File: config.mk
export PLATFORM = sky130hd
export DESIGN_NAME = rc_frame_decoder
export DESIGN_NICKNAME = d
export VERILOG_FILES = /design/src/hdl/rcfd_pkg.sv /design/src/hdl/rcfd_store.sv /design/src/hdl/rcfd_decode.sv /design/src/hdl/rc_frame_decoder.sv
export SDC_FILE = /design/constraint.sdc
export NUM_CORES = 2
export LEC_CHECK = 0
export BUFFER_PORTS_ARGS = -buffer_cell sky130_fd_sc_hd__buf_2
export CORE_ASPECT_RATIO = 0.5
export CORE_MARGIN = 2
export CORE_UTILIZATION = 57
export DETAILED_ROUTE_END_ITERATION = 12
export MAX_ROUTING_LAYER = met4
export PLACE_DENSITY = 0.73
export REMOVE_ABC_BUFFERS = 1
export SYNTH_ARGS = -nofsm -noshare
export SYNTH_HDL_FRONTEND = slang
export SYNTH_HIERARCHICAL = 1
export SYNTH_SLANG_ARGS = --single-unit
File: constraint.sdc
create_clock -name clk -period 5.5 [get_ports clk]
set_input_delay 0.825 -clock clk [delete_from_list [all_inputs] [get_ports clk]]
set_output_delay 0.825 -clock clk [all_outputs]
set_load 0.005 [all_outputs]
File: src/hdl/rcfd_pkg.sv
// shared types, codes and functions of the rc frame decoder
package rcfd_pkg;

  typedef struct packed {
    logic [7:0]  rx_byte;
    logic [31:0] now_us;
  } in_t;

  typedef struct packed {
    logic [2:0]  status;
    logic [4:0]  chan_idx;
    logic [11:0] chan_value;
    logic [4:0]  chan_total;
    logic [6:0]  rssi_percent;
    logic [7:0]  lost_frames;
    logic        kill_latched;
    logic        last;
  } out_t;

  // request from the parser to the channel decoder
  typedef struct packed {
    logic        start;
    logic        cap24;
    logic [31:0] now_us;
  } dec_req_t;

  typedef enum logic [2:0] {
    PS_HUNT,
    PS_SYNC1,
    PS_SYNC2,
    PS_TYPE,
    PS_PAYLOAD,
    PS_CRC
  } ps_t;

  typedef enum logic [2:0] {
    DS_IDLE,
    DS_READ,
    DS_DRAIN,
    DS_HOTKEY,
    DS_EMIT
  } ds_t;

  localparam logic [2:0] ST_PROGRESS = 3'd0;
  localparam logic [2:0] ST_CHAN     = 3'd1;
  localparam logic [2:0] ST_DROP     = 3'd2;
  localparam logic [2:0] ST_CRCERR   = 3'd3;
  localparam logic [2:0] ST_UNKNOWN  = 3'd4;
  localparam logic [2:0] ST_IGNORED  = 3'd5;

  localparam logic [2:0] CFG_SYNC_FIRST     = 3'd0;
  localparam logic [2:0] CFG_SYNC_SECOND    = 3'd1;
  localparam logic [2:0] CFG_TYPE_TWELVE    = 3'd2;
  localparam logic [2:0] CFG_TYPE_TWENTYFOR = 3'd3;
  localparam logic [2:0] CFG_TYPE_POSITION  = 3'd4;
  localparam logic [2:0] CFG_CHANNEL_LIMIT  = 3'd5;

  localparam logic [7:0] CRC_POLY   = 8'h07;
  localparam logic [11:0] PWM_LOW   = 12'd1000;
  localparam logic [11:0] PWM_HIGH  = 12'd2000;
  localparam logic [7:0] LOST_BAD   = 8'd100;
  localparam logic [3:0] MAP_VER_OK = 4'hF;

  function automatic logic [7:0] crc8_byte(input logic [7:0] crc, input logic [7:0] b);
    logic [7:0] c;
    c = crc ^ b;
    for (int k = 0; k < 8; k++) begin
      c = c[7] ? ((c << 1) ^ CRC_POLY) : (c << 1);
    end
    return c;
  endfunction

  // two-bit switch field to 1000/1500/2000/2500
  function automatic logic [11:0] vsw(input logic [1:0] f);
    logic [11:0] v;
    unique case (f)
      2'd0: v = 12'd1000;
      2'd1: v = 12'd1500;
      2'd2: v = 12'd2000;
      default: v = 12'd2500;
    endcase
    return v;
  endfunction

endpackage

File: src/hdl/rcfd_store.sv
// payload byte memory with per-entry valid bits, registered read
module rcfd_store #(
  parameter int MAX_PAYLOAD = 64
) (
  input  logic       clk,
  input  logic       rst_n,
  input  logic       wr_en,
  input  logic [7:0] wr_addr,
  input  logic [7:0] wr_data,
  input  logic [7:0] rd_addr,
  output logic [7:0] rd_data
);
  localparam int AW = $clog2(MAX_PAYLOAD);

  logic [7:0]             mem [MAX_PAYLOAD];
  logic [MAX_PAYLOAD-1:0] vld_r;
  logic [7:0]             mem_q_r;
  logic                   sel_r;
  logic                   rd_in;
  logic                   wr_in;

  assign rd_in = rd_addr < 8'(MAX_PAYLOAD);
  assign wr_in = wr_addr < 8'(MAX_PAYLOAD);

  always_ff @(posedge clk) begin
    if (wr_en && wr_in) begin
      mem[wr_addr[AW-1:0]] <= wr_data;
    end
    mem_q_r <= mem[rd_addr[AW-1:0]];
  end

  always_ff @(posedge clk) begin
    if (!rst_n) begin
      vld_r <= '0;
      sel_r <= 1'b0;
    end else begin
      if (wr_en && wr_in) begin
        vld_r[wr_addr[AW-1:0]] <= 1'b1;
      end
      sel_r <= rd_in && vld_r[rd_addr[AW-1:0]];
    end
  end

  // never-written entries and addresses past the store read as zero
  assign rd_data = sel_r ? mem_q_r : 8'd0;
endmodule

File: src/hdl/rcfd_decode.sv
// channel decoder: reads payload bytes, builds channels, hotkey, emits the run
module rcfd_decode #(
  parameter int HOTKEY_WINDOW_US     = 1000000,
  parameter int CHANNEL_BYTES_OFFSET = 4
) (
  input  logic              clk,
  input  logic              rst_n,
  input  rcfd_pkg::dec_req_t req,
  input  logic [4:0]        channel_limit,
  output logic              busy,
  output logic              kill,
  output logic [7:0]        rd_addr,
  input  logic [7:0]        rd_data,
  output logic              emit_valid,
  output rcfd_pkg::out_t    emit_data,
  input  logic              emit_take
);
  localparam logic [5:0] LAST_READ = 6'd37;

  rcfd_pkg::ds_t ds_r, ds_nxt;

  logic [5:0]  ri_r;
  logic        rv_r;
  logic [5:0]  rj_r;
  logic [1:0]  ph_r;
  logic [3:0]  pair_r;
  logic [7:0]  b0_r, b1_r;
  logic [7:0]  rssi_raw_r, lost_raw_r;
  logic [6:0]  rssi_r;
  logic [7:0]  lost_r;
  logic        cap24_r;
  logic [31:0] now_r;
  logic [11:0] ch_r [24];
  logic [4:0]  k_r;

  logic        arm_prev_r;
  logic [1:0]  press_r;
  logic [31:0] start_r;
  logic        kill_r;

  logic [4:0]  cap;
  logic [4:0]  count;
  logic [6:0]  stride;
  logic [5:0]  total6;
  logic [4:0]  total;
  logic [14:0] rx100;
  logic [14:0] rdiv;

  assign cap    = cap24_r ? 5'd24 : 5'd12;
  assign count  = (channel_limit < cap) ? channel_limit : cap;
  assign stride = 7'((8'(count) * 8'd3) >> 1);
  assign total6 = 6'(count) + 6'd2;
  assign total  = (total6 > 6'd24) ? 5'd24 : total6[4:0];
  // floor(x/255) for x up to 25500, the largest rssi byte times 100
  assign rx100  = 15'(rssi_raw_r) * 15'd100;
  assign rdiv   = (rx100 + 15'd1 + (rx100 >> 8)) >> 8;

  always_comb begin
    ds_nxt = ds_r;
    unique case (ds_r)
      rcfd_pkg::DS_IDLE:   if (req.start) ds_nxt = rcfd_pkg::DS_READ;
      rcfd_pkg::DS_READ:   if (ri_r == LAST_READ) ds_nxt = rcfd_pkg::DS_DRAIN;
      rcfd_pkg::DS_DRAIN:  ds_nxt = rcfd_pkg::DS_HOTKEY;
      rcfd_pkg::DS_HOTKEY: ds_nxt = rcfd_pkg::DS_EMIT;
      rcfd_pkg::DS_EMIT:   if (emit_take && emit_data.last) ds_nxt = rcfd_pkg::DS_IDLE;
      default:             ds_nxt = rcfd_pkg::DS_IDLE;
    endcase
  end

  always_comb begin
    unique case (ri_r)
      6'd0:    rd_addr = 8'd2;
      6'd1:    rd_addr = 8'd3;
      default: rd_addr = 8'(CHANNEL_BYTES_OFFSET) + 8'(ri_r) - 8'd2;
    endcase
    busy                   = ds_r != rcfd_pkg::DS_IDLE;
    emit_valid             = ds_r == rcfd_pkg::DS_EMIT;
    emit_data.status       = rcfd_pkg::ST_CHAN;
    emit_data.chan_idx     = k_r;
    emit_data.chan_value   = ch_r[k_r];
    emit_data.chan_total   = total;
    emit_data.rssi_percent = rssi_r;
    emit_data.lost_frames  = lost_r;
    emit_data.kill_latched = kill_r;
    emit_data.last         = (k_r + 5'd1) == total;
  end

  assign kill = kill_r;

  always_ff @(posedge clk) begin
    if (!rst_n) begin
      ds_r       <= rcfd_pkg::DS_IDLE;
      rv_r       <= 1'b0;
      arm_prev_r <= 1'b0;
      press_r    <= 2'd0;
      start_r    <= '0;
      kill_r     <= 1'b0;
    end else begin
      ds_r <= ds_nxt;
      rv_r <= ds_r == rcfd_pkg::DS_READ;
      if (ds_r == rcfd_pkg::DS_HOTKEY) begin : hk
        logic first, in_win, complete, arm;
        first    = press_r == 2'd0;
        in_win   = (now_r - start_r) < 32'(HOTKEY_WINDOW_US);
        complete = press_r > 2'd2;
        arm      = ch_r[8][1];
        if (complete) kill_r <= 1'b1;
        if (ch_r[0] < rcfd_pkg::PWM_LOW && (first || in_win) && !complete) begin
          if (!arm_prev_r && arm) begin
            if (first) start_r <= now_r;
            press_r <= press_r + 2'd1;
          end
        end else begin
          press_r <= 2'd0;
          start_r <= '0;
        end
        arm_prev_r <= arm;
      end
    end
  end

  always_ff @(posedge clk) begin
    rj_r <= ri_r;
    unique case (ds_r)
      rcfd_pkg::DS_IDLE: begin
        ri_r    <= '0;
        ph_r    <= '0;
        pair_r  <= '0;
        k_r     <= '0;
        cap24_r <= req.cap24;
        now_r   <= req.now_us;
      end
      rcfd_pkg::DS_READ, rcfd_pkg::DS_DRAIN: begin
        if (ds_r == rcfd_pkg::DS_READ) ri_r <= ri_r + 6'd1;
        if (rv_r) begin
          if (rj_r == 6'd0) begin
            rssi_raw_r <= rd_data;
          end else if (rj_r == 6'd1) begin
            lost_raw_r <= rd_data;
          end else begin
            unique case (ph_r)
              2'd0: b0_r <= rd_data;
              2'd1: b1_r <= rd_data;
              default: begin
                if (8'(pair_r) * 8'd3 < 8'(stride)) begin
                  ch_r[{pair_r, 1'b0}] <= {b0_r, b1_r[7:4]};
                  ch_r[{pair_r, 1'b1}] <= {b1_r[3:0], rd_data};
                end else begin
                  ch_r[{pair_r, 1'b0}] <= '0;
                  ch_r[{pair_r, 1'b1}] <= '0;
                end
                pair_r <= pair_r + 4'd1;
              end
            endcase
            ph_r <= (ph_r == 2'd2) ? 2'd0 : ph_r + 2'd1;
          end
        end
      end
      rcfd_pkg::DS_HOTKEY: begin
        rssi_r <= rdiv[6:0];
        lost_r <= (ch_r[8][11:8] != rcfd_pkg::MAP_VER_OK) ? rcfd_pkg::LOST_BAD : lost_raw_r;
        ch_r[7]  <= ch_r[8][1] ? rcfd_pkg::PWM_HIGH : rcfd_pkg::PWM_LOW;
        ch_r[8]  <= ch_r[8][0] ? rcfd_pkg::PWM_HIGH : rcfd_pkg::PWM_LOW;
        ch_r[9]  <= rcfd_pkg::vsw(ch_r[7][1:0]);
        ch_r[10] <= rcfd_pkg::vsw(ch_r[7][3:2]);
        ch_r[11] <= rcfd_pkg::vsw(ch_r[7][5:4]);
        ch_r[12] <= rcfd_pkg::vsw(ch_r[7][7:6]);
        // kill channel shows the latch from before this frame
        ch_r[13] <= kill_r ? rcfd_pkg::PWM_HIGH : rcfd_pkg::PWM_LOW;
      end
      rcfd_pkg::DS_EMIT: begin
        if (emit_take) k_r <= k_r + 5'd1;
      end
      default: begin
      end
    endcase
  end
endmodule

File: src/hdl/rc_frame_decoder.sv
// top level: byte parser with crc, payload store, channel decoder, output register
// Decodes a framed rc receiver byte stream. Each byte enters on the in_ channel
// (in_valid/in_ready, payload in_data) with a microsecond timestamp. Every byte
// gives one status item on the out_ channel, except the crc byte of a good
// twelve- or twenty-four-channel frame, which gives a run of chan_total channel
// items instead, the final one flagged by last.
// A status item appears in the output register in the cycle after its byte is
// taken, so plain bytes run at one per cycle while out_ready stays high. A
// channel frame holds in_ready low while the decoder reads 38 payload bytes
// from the store (one read per cycle) and runs the hotkey logic, then while it
// emits its channel items, one per cycle while out_ready stays high. The user
// must write configuration through cfg_we/cfg_addr/cfg_wdata only while idle;
// the block does not enforce this. Reset returns the parser to sync hunting,
// clears the payload store valid bits (unwritten bytes read as zero), the
// hotkey and the kill latch. When the receiver stalls the output register
// holds its item and no new byte or channel item is taken until it drains.
module rc_frame_decoder #(
  parameter int MAX_PAYLOAD          = 64,
  parameter int HOTKEY_WINDOW_US     = 1000000,
  parameter int CHANNEL_BYTES_OFFSET = 4
) (
  input  logic           clk,
  input  logic           rst_n,
  input  logic           in_valid,
  output logic           in_ready,
  input  rcfd_pkg::in_t  in_data,
  output logic           out_valid,
  input  logic           out_ready,
  output rcfd_pkg::out_t out_data,
  input  logic           cfg_we,
  input  logic [2:0]     cfg_addr,
  input  logic [7:0]     cfg_wdata
);
  localparam logic [8:0] LEN_MAX = 9'(MAX_PAYLOAD + 2);

  logic [7:0] sync_first_r, sync_second_r, type12_r, type24_r, typepos_r;
  logic [4:0] chan_limit_r;

  rcfd_pkg::ps_t ps_r, ps_nxt;
  logic [7:0] len_r, len_nxt;
  logic [7:0] type_r, type_nxt;
  logic [7:0] cnt_r, cnt_nxt;
  logic [7:0] crc_r, crc_nxt;

  logic              acc;
  logic              slot_free;
  logic [7:0]        b;
  logic [2:0]        st;
  logic              st_valid;
  logic              mem_we;
  rcfd_pkg::dec_req_t req;
  logic              dec_busy;
  logic              dec_kill;
  logic [7:0]        rd_addr, rd_data;
  logic              emit_valid, emit_take;
  rcfd_pkg::out_t    emit_data;
  rcfd_pkg::out_t    st_item;
  logic              out_valid_r;
  rcfd_pkg::out_t    out_r;

  assign b         = in_data.rx_byte;
  assign slot_free = !out_valid_r || out_ready;
  assign in_ready  = !dec_busy && slot_free;
  assign acc       = in_valid && in_ready;
  assign emit_take = emit_valid && slot_free;

  always_ff @(posedge clk) begin
    if (!rst_n) begin
      sync_first_r  <= 8'h55;
      sync_second_r <= 8'h55;
      type12_r      <= 8'd0;
      type24_r      <= 8'd2;
      typepos_r     <= 8'd3;
      chan_limit_r  <= 5'd24;
    end else if (cfg_we) begin
      unique case (cfg_addr)
        rcfd_pkg::CFG_SYNC_FIRST:     sync_first_r  <= cfg_wdata;
        rcfd_pkg::CFG_SYNC_SECOND:    sync_second_r <= cfg_wdata;
        rcfd_pkg::CFG_TYPE_TWELVE:    type12_r      <= cfg_wdata;
        rcfd_pkg::CFG_TYPE_TWENTYFOR: type24_r      <= cfg_wdata;
        rcfd_pkg::CFG_TYPE_POSITION:  typepos_r     <= cfg_wdata;
        rcfd_pkg::CFG_CHANNEL_LIMIT:  chan_limit_r  <= cfg_wdata[4:0];
        default: begin
        end
      endcase
    end
  end

  // parser next state
  always_comb begin
    ps_nxt = ps_r;
    if (acc) begin
      unique case (ps_r)
        rcfd_pkg::PS_HUNT:
          ps_nxt = (b == sync_first_r) ? rcfd_pkg::PS_SYNC1 : rcfd_pkg::PS_HUNT;
        rcfd_pkg::PS_SYNC1:
          ps_nxt = (b == sync_second_r) ? rcfd_pkg::PS_SYNC2 : rcfd_pkg::PS_HUNT;
        rcfd_pkg::PS_SYNC2:
          ps_nxt = (b >= 8'd2 && 9'(b) <= LEN_MAX) ? rcfd_pkg::PS_TYPE : rcfd_pkg::PS_HUNT;
        rcfd_pkg::PS_TYPE:
          ps_nxt = (len_r <= 8'd2) ? rcfd_pkg::PS_CRC : rcfd_pkg::PS_PAYLOAD;
        rcfd_pkg::PS_PAYLOAD:
          if (9'(cnt_r) + 9'd3 >= 9'(len_r)) ps_nxt = rcfd_pkg::PS_CRC;
        rcfd_pkg::PS_CRC:
          ps_nxt = rcfd_pkg::PS_HUNT;
        default:
          ps_nxt = rcfd_pkg::PS_HUNT;
      endcase
    end
  end

  // parser outputs and datapath
  always_comb begin
    len_nxt    = len_r;
    type_nxt   = type_r;
    cnt_nxt    = cnt_r;
    crc_nxt    = crc_r;
    st         = rcfd_pkg::ST_PROGRESS;
    st_valid   = acc;
    mem_we     = 1'b0;
    req.start  = 1'b0;
    req.cap24  = type_r != type12_r;
    req.now_us = in_data.now_us;
    if (acc) begin
      unique case (ps_r)
        rcfd_pkg::PS_HUNT: begin
          if (b != sync_first_r) st = rcfd_pkg::ST_DROP;
        end
        rcfd_pkg::PS_SYNC1: begin
        end
        rcfd_pkg::PS_SYNC2: begin
          if (b >= 8'd2 && 9'(b) <= LEN_MAX) begin
            len_nxt = b;
            cnt_nxt = '0;
            crc_nxt = rcfd_pkg::crc8_byte(8'd0, b);
          end
        end
        rcfd_pkg::PS_TYPE: begin
          type_nxt = b;
          cnt_nxt  = '0;
          crc_nxt  = rcfd_pkg::crc8_byte(crc_r, b);
        end
        rcfd_pkg::PS_PAYLOAD: begin
          if (9'(cnt_r) < 9'(MAX_PAYLOAD)) begin
            mem_we  = 1'b1;
            crc_nxt = rcfd_pkg::crc8_byte(crc_r, b);
          end
          cnt_nxt = cnt_r + 8'd1;
        end
        rcfd_pkg::PS_CRC: begin
          if (crc_r != b) begin
            st = rcfd_pkg::ST_CRCERR;
          end else if (type_r == type12_r || type_r == type24_r) begin
            st_valid  = 1'b0;
            req.start = 1'b1;
          end else if (type_r == typepos_r) begin
            st = rcfd_pkg::ST_IGNORED;
          end else begin
            st = rcfd_pkg::ST_UNKNOWN;
          end
        end
        default: begin
        end
      endcase
    end
  end

  always_ff @(posedge clk) begin
    if (!rst_n) begin
      ps_r   <= rcfd_pkg::PS_HUNT;
      len_r  <= '0;
      type_r <= '0;
      cnt_r  <= '0;
      crc_r  <= '0;
    end else begin
      ps_r   <= ps_nxt;
      len_r  <= len_nxt;
      type_r <= type_nxt;
      cnt_r  <= cnt_nxt;
      crc_r  <= crc_nxt;
    end
  end

  rcfd_store #(
    .MAX_PAYLOAD(MAX_PAYLOAD)
  ) u_store (
    .clk    (clk),
    .rst_n  (rst_n),
    .wr_en  (mem_we),
    .wr_addr(cnt_r),
    .wr_data(b),
    .rd_addr(rd_addr),
    .rd_data(rd_data)
  );

  rcfd_decode #(
    .HOTKEY_WINDOW_US    (HOTKEY_WINDOW_US),
    .CHANNEL_BYTES_OFFSET(CHANNEL_BYTES_OFFSET)
  ) u_decode (
    .clk          (clk),
    .rst_n        (rst_n),
    .req          (req),
    .channel_limit(chan_limit_r),
    .busy         (dec_busy),
    .kill         (dec_kill),
    .rd_addr      (rd_addr),
    .rd_data      (rd_data),
    .emit_valid   (emit_valid),
    .emit_data    (emit_data),
    .emit_take    (emit_take)
  );

  // single status item for a byte that starts no channel run
  always_comb begin
    st_item              = '0;
    st_item.status       = st;
    st_item.kill_latched = dec_kill;
    st_item.last         = 1'b1;
  end

  always_ff @(posedge clk) begin
    if (!rst_n) begin
      out_valid_r <= 1'b0;
    end else if (st_valid || emit_take) begin
      out_valid_r <= 1'b1;
    end else if (out_ready) begin
      out_valid_r <= 1'b0;
    end
  end

  always_ff @(posedge clk) begin
    if (emit_take) begin
      out_r <= emit_data;
    end else if (st_valid) begin
      out_r <= st_item;
    end
  end

  assign out_valid = out_valid_r;
  assign out_data  = out_r;
endmodule

# ---- Word level (Yosys, flattened, before mapping)
# Memories as Yosys holds them, arrays and structs flattened. A register that Yosys moved wholly into a read port is not among the register bits.
# Cells that the tools add are included.
dict set report totals {
  regBits 331
  ramBits 800
  inputBits 56
  out_inout_bits 44
  word_cells 329
  memories 2
}
# memory words width rd rd_clocked_by_memory_dff wr line
set memory_table {}
lappend memory_table {u_store.mem 64 8 1 1 1 rcfd_store.sv:15} ;# logic [7:0] mem [MAX_PAYLOAD];
lappend memory_table {u_decode.ch_r 24 12 4 1 7 rcfd_decode.sv:33} ;# logic [11:0] ch_r [24];
dict set report op_classes {
  addsub 13
  n_mul 3
  n_lt_le_gt_ge 16
  eq_ne 51
  mux 118
  bitwise 22
  reduce_logical 63
}
# cell count
set op_table {}
lappend op_table {{12-bit case mux with 3 select lines} 4}
lappend op_table {{12-bit 2-to-1 mux} 8}
lappend op_table {{32-bit 2-to-1 mux} 3}
lappend op_table {{39-bit 2-to-1 mux} 2}
lappend op_table {{3-bit 2-to-1 mux} 23}
lappend op_table {{64-bit bitwise OR} 1}
lappend op_table {{3-bit inverter} 16}
lappend op_table {{8-bit case mux with 3 select lines} 2}
lappend op_table {{8-bit == test} 5}
lappend op_table {{1-bit 2-to-1 mux} 38}
lappend op_table {{5-bit 2-to-1 mux} 7}
lappend op_table {{11-bit 2-to-1 mux} 3}
lappend op_table {{32-bit by 20-bit less-than comparator with 1-bit output (second input constant)} 1}
lappend op_table {{8-bit 2-to-1 mux} 4}
lappend op_table {{32-bit subtractor} 1}
lappend op_table {{3-bit case mux with 5 select lines} 2}
lappend op_table {{8-bit by 7-bit less-than comparator with 1-bit output (second input constant)} 3}
lappend op_table {{8-bit inequality test} 3}
lappend op_table {{2-bit AND reduction} 12}
lappend op_table {{12-bit OR reduction} 2}
lappend op_table {{3-bit by 2-bit == test with 1-bit output (second input constant)} 6}
lappend op_table {{2-bit 2-to-1 mux} 9}
lappend op_table {{4-bit 2-to-1 mux} 4}
lappend op_table {{2-bit inequality test (second input constant)} 8}
lappend op_table {{other kinds (58)} 119}

# ---- Depth between registers and ports, before layout
dict set report logic_depth {
  ltp_word 19
  mapped_depth 22
  depth_no_buf 22
}

# ---- Cells and area by module
# Netlist, hierarchy kept.
# module n_inst cells_each area_each_um2 seq_area_each_um2
set modules_own_cells {}
lappend modules_own_cells {rcfd_decode 1 1761 24857.6 15024.4}
lappend modules_own_cells {rcfd_store 1 1109 22541.6 16836.1}
lappend modules_own_cells {rc_frame_decoder 1 668 6336.1 2882.8}

# ---- Worst setup path before layout
# Ideal clock, no wire load.
dict set report synth_path {
  path_type {reg-to-reg}
  start {register u_decode.rssi_raw_r[2]}
  end {register u_decode.rssi_r[6] (data pin)}
  setup_ns 0.266
  t_arrival_ns 4.120
  required_time_ns 5.234
  path_slack_ns 1.114
  stages_incl_launch_ff 23
  path_buffers 0
  period_less_slack_ns 4.386
  cell_sequence {edfxtp_1 -> ha_1 -> ha_1 -> inv_1 -> fa_1 -> inv_1 -> ha_1 -> a21oi_1 -> o21bai_1 -> a21oi_1 -> o21bai_1 -> a21oi_1 -> xor2_1 -> inv_1 -> ha_1 -> o21ai_0 -> nand2b_1 -> a21oi_1 -> nor2_1 -> and3_1 -> nand3_1 -> nor3_1 -> xor2_1}
}
dict set report synth_between {
  elab_chain_len 3
}
# item line
set synth_lines {}
lappend synth_lines {{start, declared} rcfd_decode.sv:28} ;# logic [7:0] rssi_raw_r, lost_raw_r;
lappend synth_lines {{start signal, assigned} rcfd_decode.sv:137} ;# rssi_raw_r <= rd_data;
lappend synth_lines {{8-bit by 5-bit multiplier with 13-bit output *} rcfd_decode.sv:55} ;# assign rx100 = 15'(rssi_raw_r) * 15'd100;
lappend synth_lines {{15-bit by 1-bit adder with 15-bit output} rcfd_decode.sv:56} ;# assign rdiv = (rx100 + 15'd1 + (rx100 >> 8)) >> 8;
lappend synth_lines {{15-bit by 7-bit adder with 15-bit output *} rcfd_decode.sv:56}
lappend synth_lines {{net u_decode.rdiv[6]} rcfd_decode.sv:47} ;# logic [14:0] rdiv;
lappend synth_lines {{end signal, assigned} rcfd_decode.sv:160} ;# rssi_r <= rdiv[6:0];
lappend synth_lines {{end, declared} rcfd_decode.sv:29} ;# logic [6:0] rssi_r;
# The timed path passes the listed nets; every way through them passes the cells marked *.
# A chain may end at the register's enable or synchronous reset.

# ---- Final worst setup path
# Ends and elaborated chain as after synthesis.

==> metrics.md <==
| Metric | Value |
|---|---|
| Status | finished clean |
| Post-CTS Setup Repair Bufs | 0 |
| ANT nets after route | 0 |
| Setup-failing EPs final | 0 |
| CORE AREA | 93210 sq um |
| Initial antenna violation count | 4 |
| Leakage power | 19.96 nW |
| Synth cell count leaders | 991 x edfxtp_1, 256 x mux4_2, 249 x dfxtp_1 |
| Synthesized cell area | 53740 sq um |
| Worst-Margin Slew | 1304 ps |
| Rows | 79 |
| Crit. End Element | register |
| Largest net degree at the start of global routing | 74 |
| Clk buf depth | 3 |
| DIE AREA | 96890 sq um |
| TritonCTS Buffers | 105 |
| Mean Syn Cell Area | 15.19 sq um |
| Final min period | 4872 ps |
| WP data required | 5960 ps |
| Clock root cell | clkbuf_16 |
| Max incr delay on CP | 500 ps |
| Initial core utilization | 0.5765 |
| Cells after synthesis | 3538 |
| Library cells used by synthesis | 104 |
| Fillers | 6610 |
| Clock sinks | 1240 |
| Routability Congestion | 0.9075 |
| Via count | 30920 |
| Flops & latches, synth | 1240 |
| Slew HR | 0.1082 |
| Final Hold Viols | 0 |
| Count of input and output buffers | 99 |
| GRT Overall Usage | 0.2573 |
| Chip Width | 438.2 um |
| Ys async rst share | 0 |
| Routed wire per std cell | 24.39 um |
| Hold Slack | 293.7 ps |
| CP Launch Type | register |
| Crit-path max FO | 4 |
| CP max-delay cell | fa_1 |
| Share of layout cells above drive strength 1 | 0.1877 |
| Arrival @ worst endpoint | 5330 ps |
| DIE HEIGHT | 221.1 um |
| RSZ-0062 raised after global routing | false |
| Gr ovfl total | 0 |
| # hold bufs at CTS | 0 |
| Placed Area | 55280 sq um |
| Post-synth top area cell | edfxtp_1 |
| Pins Over Slew Limit | 0 |
| Cell with the most instances after synthesis | edfxtp_1 |
| Placed instance count | 4755 |
| Vias in the first global route | 30700 |
| Pwr dens | 310.5 nW/um^2 |
| First-pass GRT wire length | 184900 um |
| Ports | 100 |
| Worst skew pair latency | 720 ps |
| Setup Skew | 29.30 ps |
| Peak Freq | 205.3 MHz |
| Main synth FF type | edfxtp_1 |
| DR pass1 iterations | 5 |
| Final period util | 0.8858 |
| Hold Crit Class | in -> reg |
| Worst path cell trace | ha_1 -> ha_1 -> inv_1 -> fa_1 -> inv_1 -> ha_1 -> a21oi_1 -> o21bai_1 -> a21oi_1 -> o21bai_1 -> a21oi_1 -> xor2_1 -> inv_1 -> ha_1 -> o21ai_0 -> nand2b_1 -> a21oi_1 -> nor2_1 -> and3_1 -> nand3_1 -> nor3_1 -> xor2_1 |
| Post-CTS sizing | 0 |
| # DRC | 0 |
| Vias per cell | 6.242 |
| Clk slew on worst S/H paths | 70 ps |
| Critical path class | reg -> reg |
| Worst ir drop on vdd | 0.2515 mV |
| Max cap viols | 0 |
| Post-detail-place hpwl | 76000 um |
| Nets@finish | 3805 |
| Initial DRC Count | 3183 |
| H-tree Lvls | 3 |
| Final cell count without fillers | 4953 |
| Top cell type's share of synthesized area | 0.5538 |
| Design Area, Final | 58760 sq um |
| WL final | 120800 um |
| Synthesis Warnings | 6 |
| Pwr Total | 18.24 mW |
| Number of synthesized flops with an enable pin | 991 |
| Top cells by area, synth | edfxtp_1 55%, mux4_2 11%, dfxtp_1 9.3% |
| Seq/Total Area, Yosys | 0.6466 |
| TritonCTS clock tree | yes |
| Area grow syn2layout | 9.349% |
-- power by group --
part / switching (mW) / total, mW / internal (mW)
sequential: 0.0290 / 10.1 / 10.1
combinational: 0.371 / 0.574 / 0.203
clock: 3.35 / 7.54 / 4.20
total: 3.75 / 18.2 / 14.5
-- metal layers --
| metal | wire length, um | track usage | up-vias |
|---|---|---|---|
| met4 | 2755 | 0.06363 | 0 |
| met2 | 58910 | 0.4104 | 1116 |
| met1 | 50810 | 0.3491 | 15890 |
| met3 | 8333 | 0.04230 | 166 |
| li1 | - | - | 13750 |
| met5 | 0 | - | - |
-- logic make-up after synthesis --
kind of cell	Yosys count	synth area share
AOI/OAI and AO/OA	605	0.07623
xor gates and xnor gates	121	0.02082
adders and majority gates	141	0.03353
buffers and inverters	333	0.02913
DFF	1240	0.6466
muxes	334	0.1241
other	2	0.0001398
and+or+nand+nor	762	0.06948
-- flip-flops by register name (all words and copies together), names as in the netlist, 32 cells and up, named ones only --
signal,flops
u_decode/now_r,32
u_decode/start_r,32
u_decode/ch_r,384
out_data,42
u_store/mem,512
u_store/vld_r,64
-- metrics by stage --
| step | setup TNS (ps) | utilization | setup slack, ps |
|---|---|---|---|
| floorplan | -11810 | - | -1239 |
| global placement | 0 | 0.5930 | 678.2 |
| detailed placement | 0 | 0.5930 | 638.4 |
| CTS | 0 | 0.6303 | 611.1 |
| global route | 0 | 0.6304 | 233.6 |
| finish | 0 | 0.6304 | 628.1 |
-- critical path, delay by kind of cell, from the launching register on --
| kind | cells | cell delay (ps) |
|---|---|---|
| buf+inv | 3 | 190 |
| flops | 1 | 440 |
| xor+xnor | 2 | 390 |
| simple gates | 5 | 860 |
| fa+ha+maj | 5 | 1770 |
| compound gates | 7 | 960 |
-- layout by cell type, fill, tap and decap left out, types with 32 or more instances in the layout --
cell type  synthesis  layout
nand2_1          245     244
ha_1             136     136
xnor2_1           76      75
a22oi_1           42      42
mux2i_1           40      40
o21ai_0          166     166
nand3_1           73      73
mux2_2            33      33
nor2_1           169     169
o21a_1            77      77
dfxtp_1          249     246
xor2_1            40      40
clkbuf_16          0     106
mux4_2           256     256
buf_4             29      51
and3_1            67      59
inv_1            139     138
edfxtp_1         991     991
o22ai_1           33      33
a21oi_1           85      85
nor2b_1           32      32
buf_2             17      98
-- cell type report --
type	count	area, sq um	share of cell area
multi-input cells	1967	17480	0.2975
flip-flops and latches	1240	34750	0.5914
well taps	1255	1570	0.02672
clock inverters	57	645.6	0.01099
diodes	1	2.502	0.00004259
clock buffers	139	2826	0.04810
inverters	140	525.5	0.008943
repair buffers	154	958.4	0.01631
-- path summary, 6_finish.rpt --
path                        end              startpoint  depth (start not counted)  slack (ps)
min           u_decode/now_r[9]              in_data[9]                          1         290
max reg2reg  u_decode/rssi_r[6]  u_decode/rssi_raw_r[2]                         22         630
max          u_decode/rssi_r[6]  u_decode/rssi_raw_r[2]                         22         630
min reg2reg   u_store/vld_r[40]       u_store/vld_r[40]                          1         460
Note: power is estimated with default switching activity, not from simulation.
